--- config.mk ---
export PLATFORM = sky130hd
export DESIGN_NAME = fgn_ctrl
export DESIGN_NICKNAME = d
export VERILOG_FILES = /design/src/design/fgn_pkg.sv /design/src/design/fgn_ctrl.sv
export SDC_FILE = /design/constraint.sdc
export NUM_CORES = 1
export LEC_CHECK = 0
export BUFFER_PORTS_ARGS = -buffer_cell sky130_fd_sc_hd__buf_2
export CAP_MARGIN = 40
export CORE_MARGIN = 1.5
export CORE_UTILIZATION = 45
export CTS_CLUSTER_DIAMETER = 100
export DETAILED_ROUTE_END_ITERATION = 8
export GPL_TIMING_DRIVEN = 0
export PLACE_DENSITY = 0.7
export REMOVE_ABC_BUFFERS = 1
export SLEW_MARGIN = 20
export SYNTH_ARGS = -nofsm -noshare
export SYNTH_HDL_FRONTEND = slang
export SYNTH_SLANG_ARGS = --single-unit
export TNS_END_PERCENT = 10
--- constraint.sdc ---
create_clock -name clk -period 2.2 [get_ports clk]
set_input_delay 0.22 -clock clk [delete_from_list [all_inputs] [get_ports clk]]
set_output_delay 0.22 -clock clk [all_outputs]
set_load 0.05 [all_outputs]
--- src/design/fgn_pkg.sv ---
`timescale 1ns / 1ps
// ----------------------------------------------------------------------------
// fgn_pkg: shared definitions for the fractal gradient noise unit
// Hash constants, fixed-point helpers, micro-op codes, controller/datapath
// command and status types and the micro-op sequences.
// ----------------------------------------------------------------------------
package fgn_pkg;

  localparam int MAX_OCTAVES_DEF = 8;
  localparam int FRAC_BITS_DEF   = 16;

  // octave index and octave count widths cover the full parameter range (1..16)
  localparam int OCT_W     = 4;
  localparam int OCT_CNT_W = 5;

  localparam int DIVIDEND_W = 64;

  // lattice hash multipliers
  localparam logic [31:0] HASH_SEED_K = 32'h9E3779B9;
  localparam logic [31:0] HASH_X_K    = 32'h85EBCA6B;
  localparam logic [31:0] HASH_Y_K    = 32'hC2B2AE35;
  localparam logic [31:0] HASH_Z_K    = 32'h27D4EB2F;
  localparam logic [31:0] HASH_W_K    = 32'h165667B1;
  localparam logic [31:0] HASH_MIX1_K = 32'h2C1B3C6D;
  localparam logic [31:0] HASH_MIX2_K = 32'h297A2D39;

  localparam logic [31:0] SEED_OCT_STEP = 32'd1013;
  localparam logic [31:0] SEED_POT_STEP = 32'd7919;

  // potential indexes
  localparam logic [1:0] POT_BASE = 2'd0;
  localparam logic [1:0] POT_A    = 2'd1;
  localparam logic [1:0] POT_B    = 2'd2;

  // division result selects
  localparam logic [1:0] SEL_VALUE = 2'd0;
  localparam logic [1:0] SEL_GX    = 2'd1;
  localparam logic [1:0] SEL_GY    = 2'd2;
  localparam logic [1:0] SEL_GZ    = 2'd3;

  // milli-units to fixed point, rounded to nearest
  function automatic longint milli_fx(input longint m, input int frac);
    return ((m << frac) + 500) / 1000;
  endfunction

  // component of one of the edge-midpoint gradients, chosen by a 5-bit index
  function automatic logic signed [1:0] grad_comp(input logic [4:0] idx,
                                                  input logic [1:0] axis);
    logic [1:0] zero;
    logic [1:0] bsel;
    logic [2:0] sb;
    zero = idx[4:3];
    sb   = idx[2:0];
    bsel = (axis < zero) ? axis : axis - 2'd1;
    if (axis == zero) return 2'sd0;
    return sb[bsel] ? -2'sd1 : 2'sd1;
  endfunction

  // saturate to the signed 32-bit range
  function automatic logic signed [31:0] sat32(input logic signed [64:0] v);
    if (v > 65'sh0_7FFF_FFFF) return 32'sh7FFF_FFFF;
    if (v < -65'sh0_8000_0000) return -32'sh8000_0000;
    return 32'(v);
  endfunction

  typedef enum logic [5:0] {
    OP_NOP, OP_LOAD, OP_PCLR, OP_OCLR,
    OP_POS, OP_TT, OP_T3, OP_A, OP_U, OP_EE, OP_DU,
    OP_HSEED, OP_HC0, OP_HC1, OP_HC2, OP_HC3, OP_HMIX1, OP_HMIX2,
    OP_DOT, OP_W01, OP_W012, OP_WT, OP_VAL,
    OP_GX1, OP_GX2, OP_GX3, OP_GX4,
    OP_GY1, OP_GY2, OP_GY3, OP_GY4,
    OP_GZ1, OP_GZ2, OP_GZ3,
    OP_OACC, OP_DSTART, OP_DSTORE, OP_FIN
  } op_t;

  typedef struct packed {
    op_t              op;
    logic [1:0]       axis;
    logic [3:0]       corner;
    logic [OCT_W-1:0] oct;
    logic [1:0]       pot;
    logic [1:0]       sel;
  } cmd_t;

  typedef struct packed {
    logic                 kind;
    logic [OCT_CNT_W-1:0] n_oct;
    logic                 div_done;
  } stat_t;

  localparam int SETUP_LEN  = 7;
  localparam int CORNER_LEN = 23;

  localparam op_t SETUP_SEQ [SETUP_LEN] = '{
    OP_POS, OP_TT, OP_T3, OP_A, OP_U, OP_EE, OP_DU
  };

  localparam op_t CORNER_SEQ [CORNER_LEN] = '{
    OP_HSEED, OP_HC0, OP_HC1, OP_HC2, OP_HC3, OP_HMIX1, OP_HMIX2,
    OP_DOT, OP_W01, OP_W012, OP_WT, OP_VAL,
    OP_GX1, OP_GX2, OP_GX3, OP_GX4,
    OP_GY1, OP_GY2, OP_GY3, OP_GY4,
    OP_GZ1, OP_GZ2, OP_GZ3
  };

endpackage

--- src/design/fgn_ctrl.sv ---
`timescale 1ns / 1ps
// ----------------------------------------------------------------------------
// fgn_ctrl: noise unit sequencer
// Walks potentials, octaves, axes, corners and divisions and owns both channel
// handshakes; one micro-op per cycle unless idle or waiting on divider/output.
// ----------------------------------------------------------------------------
module fgn_ctrl import fgn_pkg::*; (
  input  logic  clk,
  input  logic  rst_n,
  input  logic  in_valid,
  output logic  in_ready,
  output logic  out_valid,
  input  logic  out_ready,
  output cmd_t  cmd,
  input  stat_t stat
);

  typedef enum logic [9:0] {
    S_IDLE   = 10'b0000000001,
    S_PCLR   = 10'b0000000010,
    S_OCLR   = 10'b0000000100,
    S_SETUP  = 10'b0000001000,
    S_CORNER = 10'b0000010000,
    S_OACC   = 10'b0000100000,
    S_DSTART = 10'b0001000000,
    S_DWAIT  = 10'b0010000000,
    S_DSTORE = 10'b0100000000,
    S_FIN    = 10'b1000000000
  } state_t;

  state_t           state_r, state_nxt;
  logic [4:0]       step_r, step_nxt;
  logic [1:0]       axis_r, axis_nxt;
  logic [3:0]       corner_r, corner_nxt;
  logic [OCT_W-1:0] oct_r, oct_nxt;
  logic [1:0]       pot_r, pot_nxt;
  logic [1:0]       sel_r, sel_nxt;
  logic             out_valid_r, out_valid_nxt;
  op_t              op;

  // next state and micro-op
  always_comb begin
    state_nxt     = state_r;
    step_nxt      = step_r;
    axis_nxt      = axis_r;
    corner_nxt    = corner_r;
    oct_nxt       = oct_r;
    pot_nxt       = pot_r;
    sel_nxt       = sel_r;
    out_valid_nxt = out_valid_r && !out_ready;
    op            = OP_NOP;
    unique case (state_r)
      S_IDLE: begin
        if (in_valid) begin
          op        = OP_LOAD;
          pot_nxt   = POT_BASE;
          state_nxt = S_PCLR;
        end
      end
      S_PCLR: begin
        op        = OP_PCLR;
        oct_nxt   = '0;
        state_nxt = S_OCLR;
      end
      S_OCLR: begin
        op        = OP_OCLR;
        axis_nxt  = '0;
        step_nxt  = '0;
        state_nxt = S_SETUP;
      end
      S_SETUP: begin
        op = SETUP_SEQ[step_r[2:0]];
        if (step_r == 5'(SETUP_LEN - 1)) begin
          step_nxt = '0;
          if (axis_r == 2'd3) begin
            corner_nxt = '0;
            state_nxt  = S_CORNER;
          end else begin
            axis_nxt = axis_r + 2'd1;
          end
        end else begin
          step_nxt = step_r + 5'd1;
        end
      end
      S_CORNER: begin
        op = CORNER_SEQ[step_r];
        if (step_r == 5'(CORNER_LEN - 1)) begin
          step_nxt = '0;
          if (corner_r == 4'hF) state_nxt = S_OACC;
          else corner_nxt = corner_r + 4'd1;
        end else begin
          step_nxt = step_r + 5'd1;
        end
      end
      S_OACC: begin
        op = OP_OACC;
        if (OCT_CNT_W'(oct_r) == stat.n_oct - OCT_CNT_W'(1)) begin
          sel_nxt   = SEL_VALUE;
          state_nxt = S_DSTART;
        end else begin
          oct_nxt   = oct_r + OCT_W'(1);
          state_nxt = S_OCLR;
        end
      end
      S_DSTART: begin
        op        = OP_DSTART;
        state_nxt = S_DWAIT;
      end
      S_DWAIT: begin
        if (stat.div_done) state_nxt = S_DSTORE;
      end
      S_DSTORE: begin
        op = OP_DSTORE;
        if (sel_r == SEL_GZ) begin
          if (pot_r == POT_B || !stat.kind) begin
            state_nxt = S_FIN;
          end else begin
            pot_nxt   = pot_r + 2'd1;
            state_nxt = S_PCLR;
          end
        end else begin
          sel_nxt   = sel_r + 2'd1;
          state_nxt = S_DSTART;
        end
      end
      S_FIN: begin
        // hold until the output register is free
        if (!out_valid_r || out_ready) begin
          op            = OP_FIN;
          out_valid_nxt = 1'b1;
          state_nxt     = S_IDLE;
        end
      end
      default: state_nxt = S_IDLE;
    endcase
  end

  always_ff @(posedge clk) begin
    if (!rst_n) begin
      state_r     <= S_IDLE;
      step_r      <= '0;
      axis_r      <= '0;
      corner_r    <= '0;
      oct_r       <= '0;
      pot_r       <= '0;
      sel_r       <= '0;
      out_valid_r <= 1'b0;
    end else begin
      state_r     <= state_nxt;
      step_r      <= step_nxt;
      axis_r      <= axis_nxt;
      corner_r    <= corner_nxt;
      oct_r       <= oct_nxt;
      pot_r       <= pot_nxt;
      sel_r       <= sel_nxt;
      out_valid_r <= out_valid_nxt;
    end
  end

  assign in_ready   = (state_r == S_IDLE);
  assign out_valid  = out_valid_r;
  assign cmd.op     = op;
  assign cmd.axis   = axis_r;
  assign cmd.corner = corner_r;
  assign cmd.oct    = oct_r;
  assign cmd.pot    = pot_r;
  assign cmd.sel    = sel_r;

endmodule

==> summary.txt <==
Logic synthesis
  • Area leader, netlist: dfxtp_1
  • Post-Synthesis Cells: 253
  • Ranking of synthesized cells by area: dfxtp_1, ha_1, o21ai_0, nor2_1, nand3_1
  • Synth cell types: 57
  • Most frequent cell after synthesis: dfxtp_1
  • Post-synth EDFFs: 0
  • Most instantiated cells after synthesis: dfxtp_1, nor2_1, nand2_1, o21ai_0, nand3_1
  • Syn avg cell area: 8.214 sq um
  • Synth Register Bits: 30
  • Ys Warns: 0
  • Share of async-settable or async-resettable flops after synthesis: 0
  • Yosys top cell area share: 0.2890
  • Sequential-to-total area share from yosys stat: 0.2890
  • Post-Syn Area: 2078 sq um
  • Post-synth top flop: dfxtp_1

Run status
  • Outcome: finished with violations
  • Failing checks: setup timing

Min path
  • Worst min-delay path category: in2reg

Detailed routing
  • Post-route DRC: 0
  • Drt pass-1 iters: 4
  • Iter 0 DRT Violations: about 140
  • Detail Route Antenna Nets: 0
  • Via Count: 2068
  • Avg WL per Cell: roughly 16 um
  • Via density: approximately 6
  • Drt total wl: around 5400 um

Die
  • FP Rows: 24
  • IO Pins: 33
  • Die H: between 70 and 80 um
  • Initial Utilization: 0.4708
  • Core Region: around 4400 sq um
  • Die area: 5035 sq um
  • Die width: about 71 um

STA
  • Setup ws final: -0.02330 ns
  • Tcrit/Tclk final: 1.011
  • Worst-Margin Slew: 0.5893 ns
  • Sum Neg Setup Slack: -0.03630 ns
  • Final setup fails: 2
  • Layout Skew: ~0.012 ns
  • Final Max Tran Viols: 0
  • Final Hold Fails: 0
  • RSZ-0062 raised after global routing: true
  • Relative max-transition margin: 0.6047
  • FMAX: 449.8 MHz
  • Period minus WS final: about 2.2 ns

Global route
  • Initial antenna violation count: 0
  • GRT Resource Usage Total: 0.2134
  • First-pass GRT wire length: ~8600 um
  • GRT overflow: 0
  • Largest net degree at the start of global routing: 20
  • Vias in the first global route: between 1500 and 2000

Setup path
  • CP arrival: 2.00 ns
  • Critical path class: reg2out
  • Crit path max fanout: 5
  • Worst Path Required: just under 2 ns
  • Critical Path Slowest Stage Cell: dfxtp_1
  • Critical Path Source Type: register
  • Crit. End Element: primary output
  • Crit path largest cell delay: between 0.3 and 0.4 ns
  • Critical-path cell list: nor4_4 > buf_4 > nand4b_2 > o21ai_0 > nand2_1 > nand3_1 > clkbuf_4

Power and ir drop
  • P per Cell Area: ~600 nW/um^2
  • Leak pwr: 1.003 nW
  • Peak VDD IR: between 0.0004 and 0.0005 V

Final layout
  • Share of cells above drive strength 1: 0.2705
  • FILL cells: between 300 and 400
  • Nets: about 320
  • Syn-to-layout area delta: 21.97%
  • Post-layout util: 0.5743
  • Diode count: 0

Clock tree
  • Clock Tree Buf Depth: 2
  • Root Driver: clkbuf_8
  • Cts bufs inserted: 5
  • Worst-Skew Late Latency: between 0.2 and 0.3 ns
  • H-tree Lvls: 2
  • Clock Pin Slew Worst Setup and Hold Paths: around 0.070 ns
  • CTS tree: built
  • Hold-fix buffers, CTS: 0
  • Clk sinks: 30

Placement
  • Port bufs: 32
  • Final RePlAce weighted congestion: ~0.82
  • HPWL after DPL: about 3700 um

Flow run
  • Max Cap Viol: 0
-- where the power goes --
part           leakage, nW  switching (mW)  internal, mW
Sequential           0.246          0.0318         0.554
Clock               0.0573           0.211         0.362
Combinational        0.700           0.239         0.145
Total                 1.00           0.482          1.06
-- layer usage --
layer / global-route usage / wire length, um / share of wire
met5: 0 / 0 / 0
met4: 0.08176 / 93 / 0.017
met3: 0.04274 / 240 / 0.044
met1: 0.2797 / 2419 / 0.45
met2: 0.3468 / 2657 / 0.49
-- path summary, 6_finish.rpt --
kind / start / slack, ns / end / cells past startpoint
worst max-delay path: state_r[8]$_SDFFE_PN0P_ / -0.02 / cmd[16] / 7
worst min-delay path: stat[0] / 0.23 / state_r[7]$_SDFFE_PN0P_ / 3
worst max register to register: state_r[8]$_SDFFE_PN0P_ / 0.05 / state_r[1]$_SDFFE_PN0P_ / 7
worst min register to register: pot_r[0]$_SDFFE_PN0P_ / 0.46 / pot_r[0]$_SDFFE_PN0P_ / 1
-- layout make-up --
class,instances,area [sq um],share of cell area
Multi-Input combinational cell,202,1451,0.5726
Sequential cell,30,613.1,0.2419
Timing Repair Buffer,42,251.5,0.09921
Clock buffer,6,82.58,0.03258
Tap cell,52,65.06,0.02567
Inverter,11,41.29,0.01629
Clock inverter,1,30.03,0.01185
-- per-stage QoR --
step | cells | total power [mW] | setup slack [ns] | area [sq um] | hold slack (ns)
after floorplan | 243 | 0.8226 | -0.9985 | 2016 | 0.3201
after global placement | 327 | 0.9028 | -0.05470 | 2241 | 0.4468
after detailed placement | 327 | 0.9052 | -0.1137 | 2241 | 0.4521
after CTS | 343 | 1.531 | 0.007977 | 2475 | 0.2300
after global routing | 344 | 1.598 | -0.09057 | 2535 | 0.2569
final | 344 | 1.543 | -0.02330 | 2535 | 0.2326
-- logic make-up (layout without fill, tap and decap cells) --
kind of cell	count (synthesis)	count (layout)	share of synthesized area
AOI/OAI and AO/OA	59	59	0.1909
and+or+nand+nor	120	120	0.3492
buffers and inverters	21	60	0.04997
xor gates and xnor gates	8	8	0.03372
adders and majority gates	12	12	0.07224
DFF	30	30	0.2890
muxes	3	3	0.01505
-- timing repair --
item                                    4_1_cts  5_1_grt
buffers inserted                              9        1
pin swaps                                     3        3
gates resized for setup                      15       15
endpoints found under the setup margin       21       15
gates cloned                                  0        0
-- critical path, delay by kind of cell (launching register included) --
family	cells	cell delay, ns
and+or+nand+nor	4	0.74
DFF	1	0.38
buffers and inverters	2	0.44
AOI/OAI and AO/OA	1	0.15
-- flip-flops by register name (all words and copies together) (netlist names) --
register   cells
state_r       10
step_r         5
corner_r       4
oct_r          4
axis_r         2
pot_r          2
sel_r          2
out_valid      1
-- placed cells by master (no fill, tap or decap), types with 5 or more instances in the layout --
master and n:
a31oi_1 5, nand4_1 7, nand3_1 16, nor3_1 7
buf_4 13, nand2_1 19, inv_1 10, o21ai_0 16
nor2b_1 6, xor2_1 5, dfxtp_1 24, ha_1 12
a21oi_1 15, buf_2 27, clkbuf_8 6, nor2_1 20
nand2b_1 5
(Power assumes the default switching activity.)
